===== config.mk =====
export PLATFORM = sky130hd
export DESIGN_NAME = utf8_trailing_script_run_flat
export DESIGN_NICKNAME = d
export VERILOG_FILES = /design/src/rtl/core/utr_pkg.sv /design/src/rtl/core/utr_if.sv /design/src/rtl/core/utf8_trailing_script_run.sv /design/src/flat_wrapper.sv
export SDC_FILE = /design/constraint.sdc
export NUM_CORES = 1
export LEC_CHECK = 0
export ABC_AREA = 0
export BUFFER_PORTS_ARGS = -buffer_cell sky130_fd_sc_hd__buf_2
export CORE_UTILIZATION = 35
export CTS_BUF_LIST = sky130_fd_sc_hd__clkbuf_8 sky130_fd_sc_hd__clkbuf_16
export DETAILED_ROUTE_END_ITERATION = 8
export PLACE_DENSITY = 0.59
export SLEW_MARGIN = 30
export SYNTH_ARGS = -nofsm -noshare
export SYNTH_HDL_FRONTEND = slang
export SYNTH_SLANG_ARGS = --single-unit

===== constraint.sdc =====
create_clock -name clk -period 6.7 [get_ports clk]
set_clock_uncertainty 0.15 [all_clocks]
set_input_delay 0.335 -clock clk [delete_from_list [all_inputs] [get_ports clk]]
set_output_delay 0.335 -clock clk [all_outputs]
set_load 0.01 [all_outputs]

===== src/rtl/core/utr_pkg.sv =====
// Shared types and constants for the UTF-8 trailing script run block.
// No dependencies; every other file in rtl/core depends on this package.
`default_nettype none

package utr_pkg;

  // Longest text accepted before the too-long flag is raised
  localparam int MAX_TEXT_BYTES = 4096;

  // Byte offsets index the text; counts must also hold the full length
  localparam int OFS_W = (MAX_TEXT_BYTES > 1) ? $clog2(MAX_TEXT_BYTES) : 1;
  localparam int CNT_W = $clog2(MAX_TEXT_BYTES + 1);

  // Output field widths
  localparam int START_W = 12;
  localparam int LEN_W   = 13;

  // Code point limits
  localparam logic [20:0] CP_MAX        = 21'h10FFFF;
  localparam logic [20:0] SURR_LO       = 21'h00D800;
  localparam logic [20:0] SURR_HI       = 21'h00DFFF;
  localparam logic [20:0] HANGUL_LO     = 21'h00AC00;
  localparam logic [20:0] HANGUL_HI     = 21'h00D7A3;
  localparam logic [20:0] CJK_A_LO      = 21'h003400;
  localparam logic [20:0] CJK_A_HI      = 21'h009FFF;
  localparam logic [20:0] CJK_COMPAT_LO = 21'h00F900;
  localparam logic [20:0] CJK_COMPAT_HI = 21'h00FAFF;
  localparam logic [20:0] CJK_SIP_LO    = 21'h020000;
  localparam logic [20:0] CJK_SIP_HI    = 21'h02FA1F;
  localparam logic [20:0] BMP_MAX       = 21'h00FFFF;

  // Smallest legal value for each multi-byte sequence length
  localparam logic [20:0] MIN_2BYTE = 21'h000080;
  localparam logic [20:0] MIN_3BYTE = 21'h000800;
  localparam logic [20:0] MIN_4BYTE = 21'h010000;

  // Sequence lengths
  localparam logic [2:0] SEQ_1 = 3'd1;
  localparam logic [2:0] SEQ_2 = 3'd2;
  localparam logic [2:0] SEQ_3 = 3'd3;
  localparam logic [2:0] SEQ_4 = 3'd4;

  typedef enum logic [1:0] {
    ST_RUN_FOUND = 2'd0,
    ST_INVALID   = 2'd1,
    ST_NO_RUN    = 2'd2,
    ST_TOO_LONG  = 2'd3
  } status_t;

  typedef enum logic [1:0] {
    CLS_NONE   = 2'd0,
    CLS_HANGUL = 2'd1,
    CLS_CJK    = 2'd2
  } script_class_t;

  typedef struct packed {
    status_t              status;
    logic                 run_kind;
    logic [START_W-1:0]   run_start;
    logic [LEN_W-1:0]     run_bytes;
    logic [LEN_W-1:0]     run_utf16;
  } result_t;

  // Script class of one scalar value
  function automatic script_class_t classify(input logic [20:0] cp);
    script_class_t cls;
    cls = CLS_NONE;
    if (cp >= HANGUL_LO && cp <= HANGUL_HI) begin
      cls = CLS_HANGUL;
    end else if ((cp >= CJK_A_LO && cp <= CJK_A_HI) ||
                 (cp >= CJK_COMPAT_LO && cp <= CJK_COMPAT_HI) ||
                 (cp >= CJK_SIP_LO && cp <= CJK_SIP_HI)) begin
      cls = CLS_CJK;
    end
    return cls;
  endfunction

endpackage

`default_nettype wire


===== src/rtl/core/utr_if.sv =====
// Stream interfaces for the text byte channel and the result channel.
// Depends on utr_pkg for the result field widths and status type.
`default_nettype none

interface utr_byte_if;
  logic       valid;
  logic       ready;
  logic [7:0] text_byte;
  logic       is_last;

  modport source (output valid, output text_byte, output is_last, input ready);
  modport sink   (input valid, input text_byte, input is_last, output ready);
endinterface

interface utr_result_if;
  logic                          valid;
  logic                          ready;
  utr_pkg::status_t              status;
  logic                          run_kind;
  logic [utr_pkg::START_W-1:0]   run_start;
  logic [utr_pkg::LEN_W-1:0]     run_bytes;
  logic [utr_pkg::LEN_W-1:0]     run_utf16;

  modport source (output valid, output status, output run_kind, output run_start,
                  output run_bytes, output run_utf16, input ready);
  modport sink   (input valid, input status, input run_kind, input run_start,
                  input run_bytes, input run_utf16, output ready);
endinterface

`default_nettype wire


===== src/rtl/core/utf8_trailing_script_run.sv =====
// Streaming strict UTF-8 decoder that reports the trailing Hangul or CJK run.
// Depends on utr_pkg and the stream interfaces in utr_if.sv.
//
//   channel | direction | payload                                         | transaction
//   in      | sink      | text_byte[7:0], is_last                         | valid & ready
//   out     | source    | status, run_kind, run_start, run_bytes, run_utf16 | valid & ready
//
// One byte is decoded per cycle while in.ready is high; the decode state updates
// in the cycle the byte is taken, and a byte marked last loads the result buffer.
// A two-entry result buffer (output register plus skid) keeps bytes flowing
// while a result waits; in.ready drops only when both entries are full.
// Synchronous reset clears decode state and both result entries.
`default_nettype none

module utf8_trailing_script_run (
  input  wire logic    clk,
  input  wire logic    rst,
  utr_byte_if.sink     in,
  utr_result_if.source out
);
  import utr_pkg::*;

  // Decode state
  logic [1:0]       bytes_pending;
  logic [20:0]      code_accum;
  logic [2:0]       seq_length;
  logic [OFS_W-1:0] scalar_start;
  logic [CNT_W-1:0] byte_count;
  logic             decode_error;
  logic             length_overflow;
  script_class_t    run_class;
  logic [OFS_W-1:0] run_begin;
  logic [CNT_W-1:0] run_units;

  logic [1:0]       bytes_pending_next;
  logic [20:0]      code_accum_next;
  logic [2:0]       seq_length_next;
  logic [OFS_W-1:0] scalar_start_next;
  logic [CNT_W-1:0] byte_count_next;
  logic             decode_error_next;
  logic             length_overflow_next;
  script_class_t    run_class_next;
  logic [OFS_W-1:0] run_begin_next;
  logic [CNT_W-1:0] run_units_next;

  // Result buffer
  logic    res_valid;
  result_t res;
  logic    skid_valid;
  result_t skid;
  result_t res_new;

  logic accept;
  logic push;

  assign in.ready = !skid_valid;
  assign accept   = in.valid && in.ready;
  assign push     = accept && in.is_last;

  // Decode one byte and update the trailing run
  always_comb begin
    logic [7:0]       b;
    logic [20:0]      cp;
    logic [20:0]      minimum;
    logic             done;
    script_class_t    cls;
    logic [CNT_W-1:0] units;

    b       = in.text_byte;
    cp      = '0;
    minimum = MIN_4BYTE;
    done    = 1'b0;
    cls     = CLS_NONE;
    units   = CNT_W'(1);

    bytes_pending_next   = bytes_pending;
    code_accum_next      = code_accum;
    seq_length_next      = seq_length;
    scalar_start_next    = scalar_start;
    byte_count_next      = byte_count;
    decode_error_next    = decode_error;
    length_overflow_next = length_overflow;
    run_class_next       = run_class;
    run_begin_next       = run_begin;
    run_units_next       = run_units;

    if (!decode_error && !length_overflow) begin
      if (byte_count >= CNT_W'(MAX_TEXT_BYTES)) begin
        length_overflow_next = 1'b1;
      end else begin
        byte_count_next = byte_count + CNT_W'(1);
        if (bytes_pending == 2'd0) begin
          // Lead byte
          scalar_start_next = byte_count[OFS_W-1:0];
          if (b[7] == 1'b0) begin
            seq_length_next = SEQ_1;
            cp              = {13'd0, b};
            done            = 1'b1;
          end else if (b[7:5] == 3'b110) begin
            code_accum_next    = {16'd0, b[4:0]};
            seq_length_next    = SEQ_2;
            bytes_pending_next = 2'd1;
          end else if (b[7:4] == 4'b1110) begin
            code_accum_next    = {17'd0, b[3:0]};
            seq_length_next    = SEQ_3;
            bytes_pending_next = 2'd2;
          end else if (b[7:3] == 5'b11110) begin
            code_accum_next    = {18'd0, b[2:0]};
            seq_length_next    = SEQ_4;
            bytes_pending_next = 2'd3;
          end else begin
            decode_error_next = 1'b1;
          end
        end else if (b[7:6] != 2'b10) begin
          decode_error_next = 1'b1;
        end else begin
          // Continuation byte
          code_accum_next    = {code_accum[14:0], b[5:0]};
          bytes_pending_next = bytes_pending - 2'd1;
          if (bytes_pending == 2'd1) begin
            case (seq_length)
              SEQ_2:   minimum = MIN_2BYTE;
              SEQ_3:   minimum = MIN_3BYTE;
              default: minimum = MIN_4BYTE;
            endcase
            cp = code_accum_next;
            if (cp < minimum || cp > CP_MAX || (cp >= SURR_LO && cp <= SURR_HI)) begin
              decode_error_next = 1'b1;
            end else begin
              done = 1'b1;
            end
          end
        end
      end
    end

    // Extend or restart the run with the finished scalar
    if (done) begin
      cls   = classify(cp);
      units = (cp > BMP_MAX) ? CNT_W'(2) : CNT_W'(1);
      if (cls != CLS_NONE && cls == run_class) begin
        run_units_next = run_units + units;
      end else begin
        run_class_next = cls;
        run_begin_next = scalar_start_next;
        run_units_next = (cls != CLS_NONE) ? units : '0;
      end
    end

    // Form the result from the updated state
    res_new = '0;
    if (decode_error_next) begin
      res_new.status = ST_INVALID;
    end else if (length_overflow_next) begin
      res_new.status = ST_TOO_LONG;
    end else if (bytes_pending_next != 2'd0) begin
      res_new.status = ST_INVALID;
    end else if (run_class_next == CLS_NONE) begin
      res_new.status = ST_NO_RUN;
    end else begin
      res_new.status    = ST_RUN_FOUND;
      res_new.run_kind  = (run_class_next == CLS_CJK);
      res_new.run_start = START_W'(32'(run_begin_next));
      res_new.run_bytes = LEN_W'(32'(byte_count_next) - 32'(run_begin_next));
      res_new.run_utf16 = LEN_W'(32'(run_units_next));
    end
  end

  // Hold decode state; clear it on reset and after the last byte of a text
  always_ff @(posedge clk) begin
    if (rst || push) begin
      bytes_pending   <= '0;
      code_accum      <= '0;
      seq_length      <= '0;
      scalar_start    <= '0;
      byte_count      <= '0;
      decode_error    <= 1'b0;
      length_overflow <= 1'b0;
      run_class       <= CLS_NONE;
      run_begin       <= '0;
      run_units       <= '0;
    end else if (accept) begin
      bytes_pending   <= bytes_pending_next;
      code_accum      <= code_accum_next;
      seq_length      <= seq_length_next;
      scalar_start    <= scalar_start_next;
      byte_count      <= byte_count_next;
      decode_error    <= decode_error_next;
      length_overflow <= length_overflow_next;
      run_class       <= run_class_next;
      run_begin       <= run_begin_next;
      run_units       <= run_units_next;
    end
  end

  // Advance the result buffer: skid entry drains first into the output
  always_ff @(posedge clk) begin
    if (rst) begin
      res_valid  <= 1'b0;
      skid_valid <= 1'b0;
    end else if (!res_valid || out.ready) begin
      if (skid_valid) begin
        res_valid  <= 1'b1;
        res        <= skid;
        skid_valid <= 1'b0;
      end else begin
        res_valid <= push;
        if (push) begin
          res <= res_new;
        end
      end
    end else if (push) begin
      skid_valid <= 1'b1;
      skid       <= res_new;
    end
  end

  assign out.valid     = res_valid;
  assign out.status    = res.status;
  assign out.run_kind  = res.run_kind;
  assign out.run_start = res.run_start;
  assign out.run_bytes = res.run_bytes;
  assign out.run_utf16 = res.run_utf16;

endmodule

`default_nettype wire


===== src/flat_wrapper.sv =====
// flat-port wrapper written by rule: the top's interface ports become plain ports
module utf8_trailing_script_run_flat import utr_pkg::*;
  (clk, rst, in_valid, in_text_byte, in_is_last, in_ready, out_valid, out_status, out_run_kind, out_run_start, out_run_bytes, out_run_utf16, out_ready);
  utr_byte_if in_i ();
  utr_result_if out_i ();
  input  wire logic clk;
  input  wire logic rst;
  input wire logic [$bits(in_i.valid)-1:0] in_valid;
  input wire logic [$bits(in_i.text_byte)-1:0] in_text_byte;
  input wire logic [$bits(in_i.is_last)-1:0] in_is_last;
  output wire logic [$bits(in_i.ready)-1:0] in_ready;
  output wire logic [$bits(out_i.valid)-1:0] out_valid;
  output wire logic [$bits(out_i.status)-1:0] out_status;
  output wire logic [$bits(out_i.run_kind)-1:0] out_run_kind;
  output wire logic [$bits(out_i.run_start)-1:0] out_run_start;
  output wire logic [$bits(out_i.run_bytes)-1:0] out_run_bytes;
  output wire logic [$bits(out_i.run_utf16)-1:0] out_run_utf16;
  input wire logic [$bits(out_i.ready)-1:0] out_ready;
  assign in_i.valid = in_valid;
  assign in_i.text_byte = in_text_byte;
  assign in_i.is_last = in_is_last;
  assign in_ready = in_i.ready;
  assign out_valid = out_i.valid;
  assign out_status = out_i.status;
  assign out_run_kind = out_i.run_kind;
  assign out_run_start = out_i.run_start;
  assign out_run_bytes = out_i.run_bytes;
  assign out_run_utf16 = out_i.run_utf16;
  assign out_i.ready = out_ready;
  utf8_trailing_script_run u_core (.clk(clk), .rst(rst), .in(in_i), .out(out_i));
endmodule

==> reports/results.md, run 1 <==
| Stage | Item | Value |
|:---|:---|:---|
| outcome | Status | finished clean |
| timing | Setup repair after global routing missed its margin | no |
| synth | Number of warnings printed during yosys synthesis | 0 |
| clock network | Hold bufs inserted after CTS | 0 |
| worst setup path | Maximum fanout encountered on the critical timing path | 19 |
| clock network | Master cell of the clock root buffer | sky130_fd_sc_hd__clkbuf_16 |
| timing | Final Hold Fails | 0 |
| die | Starting density of the core | 35.5% |
| finish | Fraction of layout instances using a drive strength above 1 | 13.1% |
| worst setup path | Arr. time, crit path | 5.81 ns |
| die | Total I/O pin count | 56 |
| flow run | MaxCap Viol Count | 0 |
| synth | Number of distinct library cell variants in the gate-level netlist after synthesis | 76 |
| die | Die outline area | 0.0252 mm^2 |
| power and ir drop | Combinational share of power | 12.7% |
| synth | Post-synth net total | 987 |
| worst setup path | Worst path required time | 6.79 ns |
| global routing | Overflow left after global routing | 0 |
| power and ir drop | Cell Pwr Density | 239 mW/mm^2 |
| clock network | Cts bufs inserted | 17 |
| power and ir drop | NetSw | 679 uW |
| drt | Number of antenna-violating nets in the routed design | 0 |
| drt | Number of iterations in the first detailed-routing pass | 5 |
| worst setup path | Critical Path Start Type | flop |
| worst setup path | Worst Path Class, Setup | reg2reg |
| power and ir drop | Maximum vdd ir drop | 0.123 mV |
| timing | Worst-case headroom to the max-slew limit | 49.9% |
| power and ir drop | Part of the power in the clock network | 42.0% |
| power and ir drop | Cell Int Power | 1.64 mW |
| clock network | # H-tree levels | 4 |
| drt | Drt drc | 0 |
| timing | Slew Viols, Final | 0 |
| worst setup path | Kind of end point of the critical path | flop |
| worst setup path | Worst path top cell family by delay | compound AO/OA/AOI/OAI gates |
| drt | Via density | 5.37 |
| clock network | Number of buffers added for setup after CTS | 0 |
| hold path | Hold WC Path Type | in2reg |
| clock network | Clock sinks | 158 |
| finish | Filler instances | 2450 |
| synth | Average cell area after synthesis | 9.05 um^2 |
| global routing | Vias in the first global route | 6443 |
| place | Final HPWL DP | 14300 um |
| global routing | Initial antenna violation count | 0 |
| timing | Min Tclk post-route | 5.71 ns |
| power and ir drop | Share of power burned in registers | 45.2% |
| finish | Leading cell types in the layout, fill and taps excluded | 134 x sky130_fd_sc_hd__nand2_1, 88 x sky130_fd_sc_hd__nor2_1, 82 x sky130_fd_sc_hd__edfxtp_1, 75 x sky130_fd_sc_hd__dfxtp_1, 64 x sky130_fd_sc_hd__a21oi_1 |
| clock network | Post-cts repair resize count | 0 |
| worst setup path | Delay of the slowest cell on the worst path | 0.58 ns |
| synth | Most used flip-flop cell after synthesis | sky130_fd_sc_hd__edfxtp_1 |
| synth | EDFF count, synth | 82 |
| finish | Total inserted antenna cells | 0 |
| finish | Post-layout nets | 1005 |
| synth | Proportion of synthesized chip area in sequential cells | 46.2% |
| drt | Routed via count | 7016 |
| place | Buffers on Ports | 55 |
| drt | Routed wirelength normalized by instance count | 15.9 um |
| clock network | Clock latency reported for the late side of the worst-skew pair | 0.43 ns |
| timing | Number of setup violations in the final report | 0 |
| clock network | Clock slew at the register clock pins of the worst setup and hold paths | 0.08 ns |
| die | Die Wd | 159 um |
| worst setup path | CP cell instances | inv_1, ha_1, nor2b_1, a22oi_2, o31a_1, or4_4, nand3_1, nand2_1, o22ai_1, inv_1, ha_1, fa_1, nor2b_1, o31a_1, o211ai_1, a21oi_1, nor2_1, a21oi_1, xnor2_1, o31ai_1 |
| drt | Starting DRT DRC Count | 513 |
| die | Die Span Y | 159 um |
| global routing | Largest net degree at the start of global routing | 61 |
| drt | Final WL | 20700 um |
| synth | Syn Std Cell Area | 0.00861 mm^2 |
| timing | Worst-margin pin slew | 0.749 ns |
| finish | Most common cell after layout, fill and taps aside | sky130_fd_sc_hd__nand2_1 |
| synth | Flip-flop and latch count after synthesis | 158 |
| power and ir drop | Switching power share of the total | 29.3% |
| clock network | Clock tree from TritonCTS | built |
| finish | Growth of design area from synthesis to finish | 12.4% |
| die | Core footprint | 0.0242 mm^2 |
| global routing | Gr usage total | 16.8% |
| timing | Accumulated negative setup slack | 0 ns |
| finish | Filler-free cell count of the finished design | 1307 |
| place | Final estimated routing congestion in global placement | 0.829 |
| global routing | Global-route wire length before repair | 34500 um |
| die | Placement Rows | 57 |
| timing | Maximum operating frequency | 175 MHz |
| clock network | Number of buffers between clock root and the deepest sink | 2 |
| place | Placed cell count | 1275 |
| power and ir drop | Cell leakage power | 3.30 nW |
| synth | Number of cells produced by synthesis | 952 |
| synth | Async S/R FF share, synth | 0% |
| timing | Crit share post-route | 85.3% |
| worst setup path | WP buf/inv | 2 |
| worst setup path | Worst path slowest cell | sky130_fd_sc_hd__or4_4 |
-- power groups by stage --
stage / clock network (mW) / registers, mW / logic (mW)
CTS: 0.993 / 1.05 / 0.295
global route: 1.04 / 1.05 / 0.330
detailed placement: 0 / 1.07 / 0.294
global placement: 0 / 1.07 / 0.291
finish: 0.973 / 1.05 / 0.295
floorplan: 0 / 1.07 / 0.213
-- sequential cells by signal, indices dropped and copies added (netlist names), 2 cells and up --
signal and flops:
u_core.run_class 2, u_core.skid 41, u_core.out.run_start 12, u_core.run_begin 12, u_core.out.status 2, u_core.seq_length 3, u_core.out.run_utf16 13, u_core.code_accum 15
u_core.run_units 13, u_core.out.run_bytes 13, u_core.byte_count 13, u_core.scalar_start 12, u_core.bytes_pending 2
-- Yosys cell counts (6+ instances only) --
cell | n | area (um^2)
sky130_fd_sc_hd__a211oi_1 | 12 | 90.1
sky130_fd_sc_hd__a21oi_1 | 65 | 325
sky130_fd_sc_hd__a31o_2 | 6 | 52.6
sky130_fd_sc_hd__a31oi_1 | 8 | 50.1
sky130_fd_sc_hd__and3_1 | 8 | 50.1
sky130_fd_sc_hd__and4_1 | 7 | 61.3
sky130_fd_sc_hd__buf_2 | 15 | 75.1
sky130_fd_sc_hd__clkbuf_1 | 50 | 188
sky130_fd_sc_hd__dfxtp_1 | 76 | 1520
sky130_fd_sc_hd__edfxtp_1 | 82 | 2460
sky130_fd_sc_hd__ha_1 | 20 | 250
sky130_fd_sc_hd__inv_1 | 18 | 67.6
sky130_fd_sc_hd__mux2i_1 | 16 | 160
sky130_fd_sc_hd__nand2_1 | 134 | 503
sky130_fd_sc_hd__nand2b_1 | 6 | 37.5
sky130_fd_sc_hd__nand3_1 | 52 | 260
sky130_fd_sc_hd__nand4_1 | 12 | 75.1
sky130_fd_sc_hd__nand4b_1 | 6 | 52.6
sky130_fd_sc_hd__nor2_1 | 88 | 330
sky130_fd_sc_hd__nor2b_1 | 9 | 56.3
sky130_fd_sc_hd__nor3_1 | 22 | 110
sky130_fd_sc_hd__nor4_1 | 8 | 50.1
sky130_fd_sc_hd__o21ai_0 | 26 | 130
sky130_fd_sc_hd__o21ai_1 | 21 | 105
sky130_fd_sc_hd__o22ai_1 | 17 | 106
sky130_fd_sc_hd__o31ai_1 | 25 | 188
sky130_fd_sc_hd__or3_1 | 11 | 68.8
sky130_fd_sc_hd__or4_1 | 13 | 97.6
sky130_fd_sc_hd__xnor2_1 | 16 | 140
sky130_fd_sc_hd__xor2_1 | 21 | 184
-- worst min-delay path, stage by stage --
cell                      delay [ns]
sky130_fd_sc_hd__buf_2          0.12
sky130_fd_sc_hd__nand2_1        0.05
sky130_fd_sc_hd__a21oi_1        0.05
-- area by class of cell --
cell class,count,area [um^2],share of cell area [%]
Multi-Input combinational cell,704,4250,43.8
Sequential cell,158,3990,41.1
Clock buffer,17,425,4.39
Tap cell,324,405,4.19
Timing Repair Buffer,70,385,3.98
Clock inverter,15,166,1.72
Inverter,19,71.3,0.736
-- routing by layer --
| layer | track usage (%) | routed length (um) | part of all wire, % |
|---|---|---|---|
| met1 | 25.0 | 10600 | 51 |
| met2 | 25.1 | 9070 | 44 |
| met3 | 2.06 | 744 | 3.6 |
| met4 | 5.33 | 274 | 1.3 |
| met5 | 0 | 0 | 0 |
-- cell families after synthesis --
group           synth area share [%]
compound gates                  17.4
flops                           46.2
simple gates                    22.5
mux                             2.12
xor+xnor                        3.76
buf+inv                         4.62
fa+ha+maj                       3.37
-- worst paths after layout --
kind	start	to	slack, ns	depth (start not counted)
setup reg to reg	u_core.bytes_pending[0]	u_core.out.run_bytes[12]	0.99	20
setup / recovery	u_core.bytes_pending[0]	u_core.out.run_bytes[12]	0.99	20
hold reg to reg	u_core.scalar_start[3]	u_core.scalar_start[3]	0.30	2
hold / removal	in_text_byte[2]	u_core.code_accum[2]	0.02	3
-- metrics by stage --
step	hold slack (ns)	cell area (um^2)	total power [mW]	utilization, %	setup slack (ns)
floorplan	0.254	8610	1.28	-	1.79
global placement	0.291	9090	1.36	37.5	1.20
detailed placement	0.296	9090	1.36	37.5	1.05
CTS	0.00701	9690	2.34	39.9	1.05
global route	0.0160	9690	2.42	39.9	0.531
finish	0.0183	9690	2.32	39.9	0.985
(Power assumes the default switching activity.)
==> inputs of run 2 (changes only) <==
--- a/config.mk
+++ b/config.mk
@@ -7,6 +7,7 @@
 export LEC_CHECK = 0
 export ABC_AREA = 0
 export BUFFER_PORTS_ARGS = -buffer_cell sky130_fd_sc_hd__buf_2
+export CORE_ASPECT_RATIO = 1.1
 export CORE_UTILIZATION = 35
 export CTS_BUF_LIST = sky130_fd_sc_hd__clkbuf_8 sky130_fd_sc_hd__clkbuf_16
 export DETAILED_ROUTE_END_ITERATION = 8
==> run 2 against run 1 <==
  * Register-to-register slack got worse by 0.02 ns
  * Sequential share of layout area rose by 0.21 points
  * Total power fell by 2.2%
  * Critical path depth did not move
  * Non-clock buffer count rose by 1
==> reports/results.md, run 2 (same netlist as run 1, synthesis figures left out) <==
| Stage | Item | Value | Change |
|:---|:---|:---|:---|
| finish | Filler instances | 2416 | -1.4% |
| place | Placed cell count | 1256 | -1.5% |
| hold path | Hold WC Path Type | in2reg |  |
| global routing | Vias in the first global route | 6665 | +3.4% |
| worst setup path | Critical Path Start Type | flop |  |
| drt | Routed via count | 7123 | +1.5% |
| worst setup path | Worst Path Class, Setup | reg2reg |  |
| flow run | MaxCap Viol Count | 0 | unchanged |
| place | Post-detailed-placement cell area | 0.00907 mm^2 | -0.26% |
| power and ir drop | Cell leakage power | 3.28 nW | -0.46% |
| timing | Min Tclk post-route | 5.73 ns | +0.0187 ns |
| power and ir drop | Total design power | 2.26 mW | -2.2% |
| timing | Setup repair after global routing missed its margin | no |  |
| drt | Number of antenna-violating nets in the routed design | 0 | unchanged |
| timing | Accumulated negative setup slack | 0 ns | unchanged |
| drt | Number of iterations in the first detailed-routing pass | 7 | +2 |
| place | Final HPWL DP | 13800 um | -3.5% |
| clock network | Clock slew at the register clock pins of the worst setup and hold paths | 0.07 ns | about the same |
| finish | Filler-free cell count of the finished design | 1288 | -1.5% |
| clock network | Master cell of the clock root buffer | sky130_fd_sc_hd__clkbuf_16 |  |
| global routing | Overflow left after global routing | 0 | unchanged |
| die | Core footprint | 0.0239 mm^2 | -1.4% |
| outcome | Status | finished clean |  |
| finish | Most common cell after layout, fill and taps aside | sky130_fd_sc_hd__nand2_1 |  |
| drt | Routed wirelength normalized by instance count | 15.9 um | +0.47% |
| place | Final estimated routing congestion in global placement | 0.878 | +5.9% |
| finish | Register name with the most flops | u_core.skid |  |
| timing | Final Hold Fails | 0 | unchanged |
| drt | Starting DRT DRC Count | 607 | +18% |
| clock network | Clock sinks | 158 | unchanged |
| worst setup path | Worst path required time | 6.72 ns | -0.07 ns |
| clock network | Clock latency reported for the late side of the worst-skew pair | 0.43 ns | about the same |
| clock network | Number of buffers between clock root and the deepest sink | 2 | unchanged |
| timing | Crit share post-route | 85.6% | +0.28 points |
| power and ir drop | Combinational share of power | 12.9% | +0.2 points |
| drt | Final WL | 20500 um | -0.99% |
| timing | Worst-margin pin slew | 0.839 ns | +0.0902 ns |
| global routing | Global-route wire length before repair | 34400 um | about the same |
| power and ir drop | Share of power burned in registers | 46.3% | +1.1 points |
| timing | Maximum operating frequency | 174 MHz | -0.33% |
| die | Placement Rows | 59 | +3.5% |
| global routing | GR Util met2 | 26.0% | +0.91 points |
| power and ir drop | Switching power share of the total | 28.4% | -0.93 points |
| clock network | Clock tree from TritonCTS | built |  |
| power and ir drop | Cell Pwr Density | 235 mW/mm^2 | -1.7% |
| timing | Worst-case headroom to the max-slew limit | 43.8% | -6.1 points |
| clock network | Cts bufs inserted | 17 | unchanged |
| worst setup path | Kind of end point of the critical path | flop |  |
| clock network | # H-tree levels | 4 | unchanged |
| finish | Area occupied by multi-input gates | 0.00425 mm^2 | unchanged |
| power and ir drop | Cell Int Power | 1.62 mW | -0.95% |
| die | Die outline area | 0.0252 mm^2 | about the same |
| power and ir drop | Part of the power in the clock network | 40.8% | -1.2 points |
| timing | Slew Viols, Final | 0 | unchanged |
| finish | Leading cell types in the layout, fill and taps excluded | 134 x sky130_fd_sc_hd__nand2_1, 88 x sky130_fd_sc_hd__nor2_1, 82 x sky130_fd_sc_hd__edfxtp_1, 75 x sky130_fd_sc_hd__dfxtp_1, 64 x sky130_fd_sc_hd__a21oi_1 |  |
| finish | Final design instance area without fill | 0.00964 mm^2 | -0.52% |
| finish | Total inserted antenna cells | 0 | unchanged |
| finish | Sequential cell area | 0.00399 mm^2 | unchanged |
| worst setup path | Arr. time, crit path | 5.75 ns | -0.06 ns |
| global routing | GRT met1 Usage | 23.8% | -1.2 points |
| finish | Post-layout nets | 1006 | +0.10% |
| power and ir drop | NetSw | 643 uW | -5.3% |
| global routing | Routing layer with the top usage in global route | met2 |  |
| power and ir drop | Maximum vdd ir drop | 0.126 mV | +2.1% |
| clock network | Hold bufs inserted after CTS | 1 | +1 |
| die | Die Wd | 152 um | -4.6% |
| drt | Drt drc | 0 | unchanged |
| global routing | Gr usage total | 17.0% | +0.23 points |
| clock network | Post-cts repair resize count | 0 | unchanged |
| worst setup path | Maximum fanout encountered on the critical timing path | 19 | unchanged |
| die | Die Span Y | 167 um | +4.8% |
| finish | Growth of design area from synthesis to finish | 11.9% |  |
| global routing | Largest net degree at the start of global routing | 67 | +9.8% |
| global routing | Global-route track usage on met3 | 2.77% | +0.70 points |
| timing | Number of setup violations in the final report | 0 | unchanged |
| place | Buffers on Ports | 55 | unchanged |
| finish | Fraction of layout instances using a drive strength above 1 | 13.0% | -0.10 points |
| finish | Leading registers by flop count | u_core.skid: 41 flops, u_core.code_accum: 15 flops |  |
| finish | Flip-flop count of the largest register, all copies and words added | 41 | unchanged |
| die | Total I/O pin count | 56 | unchanged |
| drt | Via density | 5.53 | +3.0% |
| global routing | Initial antenna violation count | 0 | unchanged |
| die | Starting density of the core | 36.0% | +0.49 points |
| clock network | Number of buffers added for setup after CTS | 0 | unchanged |
-- run 2: changes by cell type in the layout (fill, tap and decap cells not counted), sizes merged --
cell         previous run  this run
dlygate4sd3             0         1
inv                    27        25
clkinvlp                2         3
-- run 2: final cells by class --
type / count / share of cell area, %
Inverter: 19 / 0.740
Sequential cell: 158 / 41.4
Tap cell: 305 / 3.96
Timing Repair Buffer: 71 / 4.10
Multi-Input combinational cell: 704 / 44.1
Clock inverter: 14 / 1.35
Clock buffer: 17 / 4.42
-- run 2: power by group through the flow --
stage	Combinational [mW]	Sequential [mW]	Clock, mW
floorplan	0.213	1.07	0
global placement	0.289	1.07	0
detailed placement	0.291	1.07	0
CTS	0.293	1.05	0.941
global route	0.327	1.05	0.981
finish	0.293	1.05	0.924
-- run 2: worst max-delay path: stages, from the launching register on --
cell and delay [ns]:
sky130_fd_sc_hd__dfxtp_1 0.34, sky130_fd_sc_hd__inv_1 0.10, sky130_fd_sc_hd__ha_1 0.55, sky130_fd_sc_hd__nor2b_1 0.37
sky130_fd_sc_hd__a22oi_2 0.20, sky130_fd_sc_hd__o31a_1 0.37, sky130_fd_sc_hd__or4_4 0.58, sky130_fd_sc_hd__nand3_1 0.13
sky130_fd_sc_hd__nand2_1 0.36, sky130_fd_sc_hd__o22ai_1 0.42, sky130_fd_sc_hd__inv_1 0.09, sky130_fd_sc_hd__ha_1 0.24
sky130_fd_sc_hd__fa_1 0.41, sky130_fd_sc_hd__nor2b_1 0.17, sky130_fd_sc_hd__o31a_1 0.20, sky130_fd_sc_hd__o211ai_1 0.12
sky130_fd_sc_hd__a21oi_1 0.20, sky130_fd_sc_hd__nor2_1 0.07, sky130_fd_sc_hd__a21oi_1 0.16, sky130_fd_sc_hd__xnor2_1 0.16
sky130_fd_sc_hd__o31ai_1 0.09
-- run 2: path summary, 6_finish.rpt --
check                                             start                        to  slack (ns)  cells past startpoint
worst max-delay path            u_core.bytes_pending[0]  u_core.out.run_bytes[12]        0.97                     20
worst min-delay path                    in_text_byte[2]      u_core.code_accum[2]        0.01                      3
worst max register to register  u_core.bytes_pending[0]  u_core.out.run_bytes[12]        0.97                     20
worst min register to register   u_core.scalar_start[2]    u_core.scalar_start[2]        0.30                      2
-- run 2: layer usage --
metal,part of all wire [%],vias up
li1,-,3537
met1,49,3400
met2,44,154
met3,3.8,32
met4,2.3,0
met5,0,-
-- run 2: through the flow --
stage	setup WS, ns	util [%]	hold slack (ns)
2_1_floorplan	1.79	-	0.254
3_3_place_gp	1.23	37.9	0.291
3_5_place_dp	1.07	37.9	0.297
4_1_cts	1.05	40.3	0.0111
5_1_grt	0.494	40.3	0.0439
6_report	0.966	40.3	0.0149
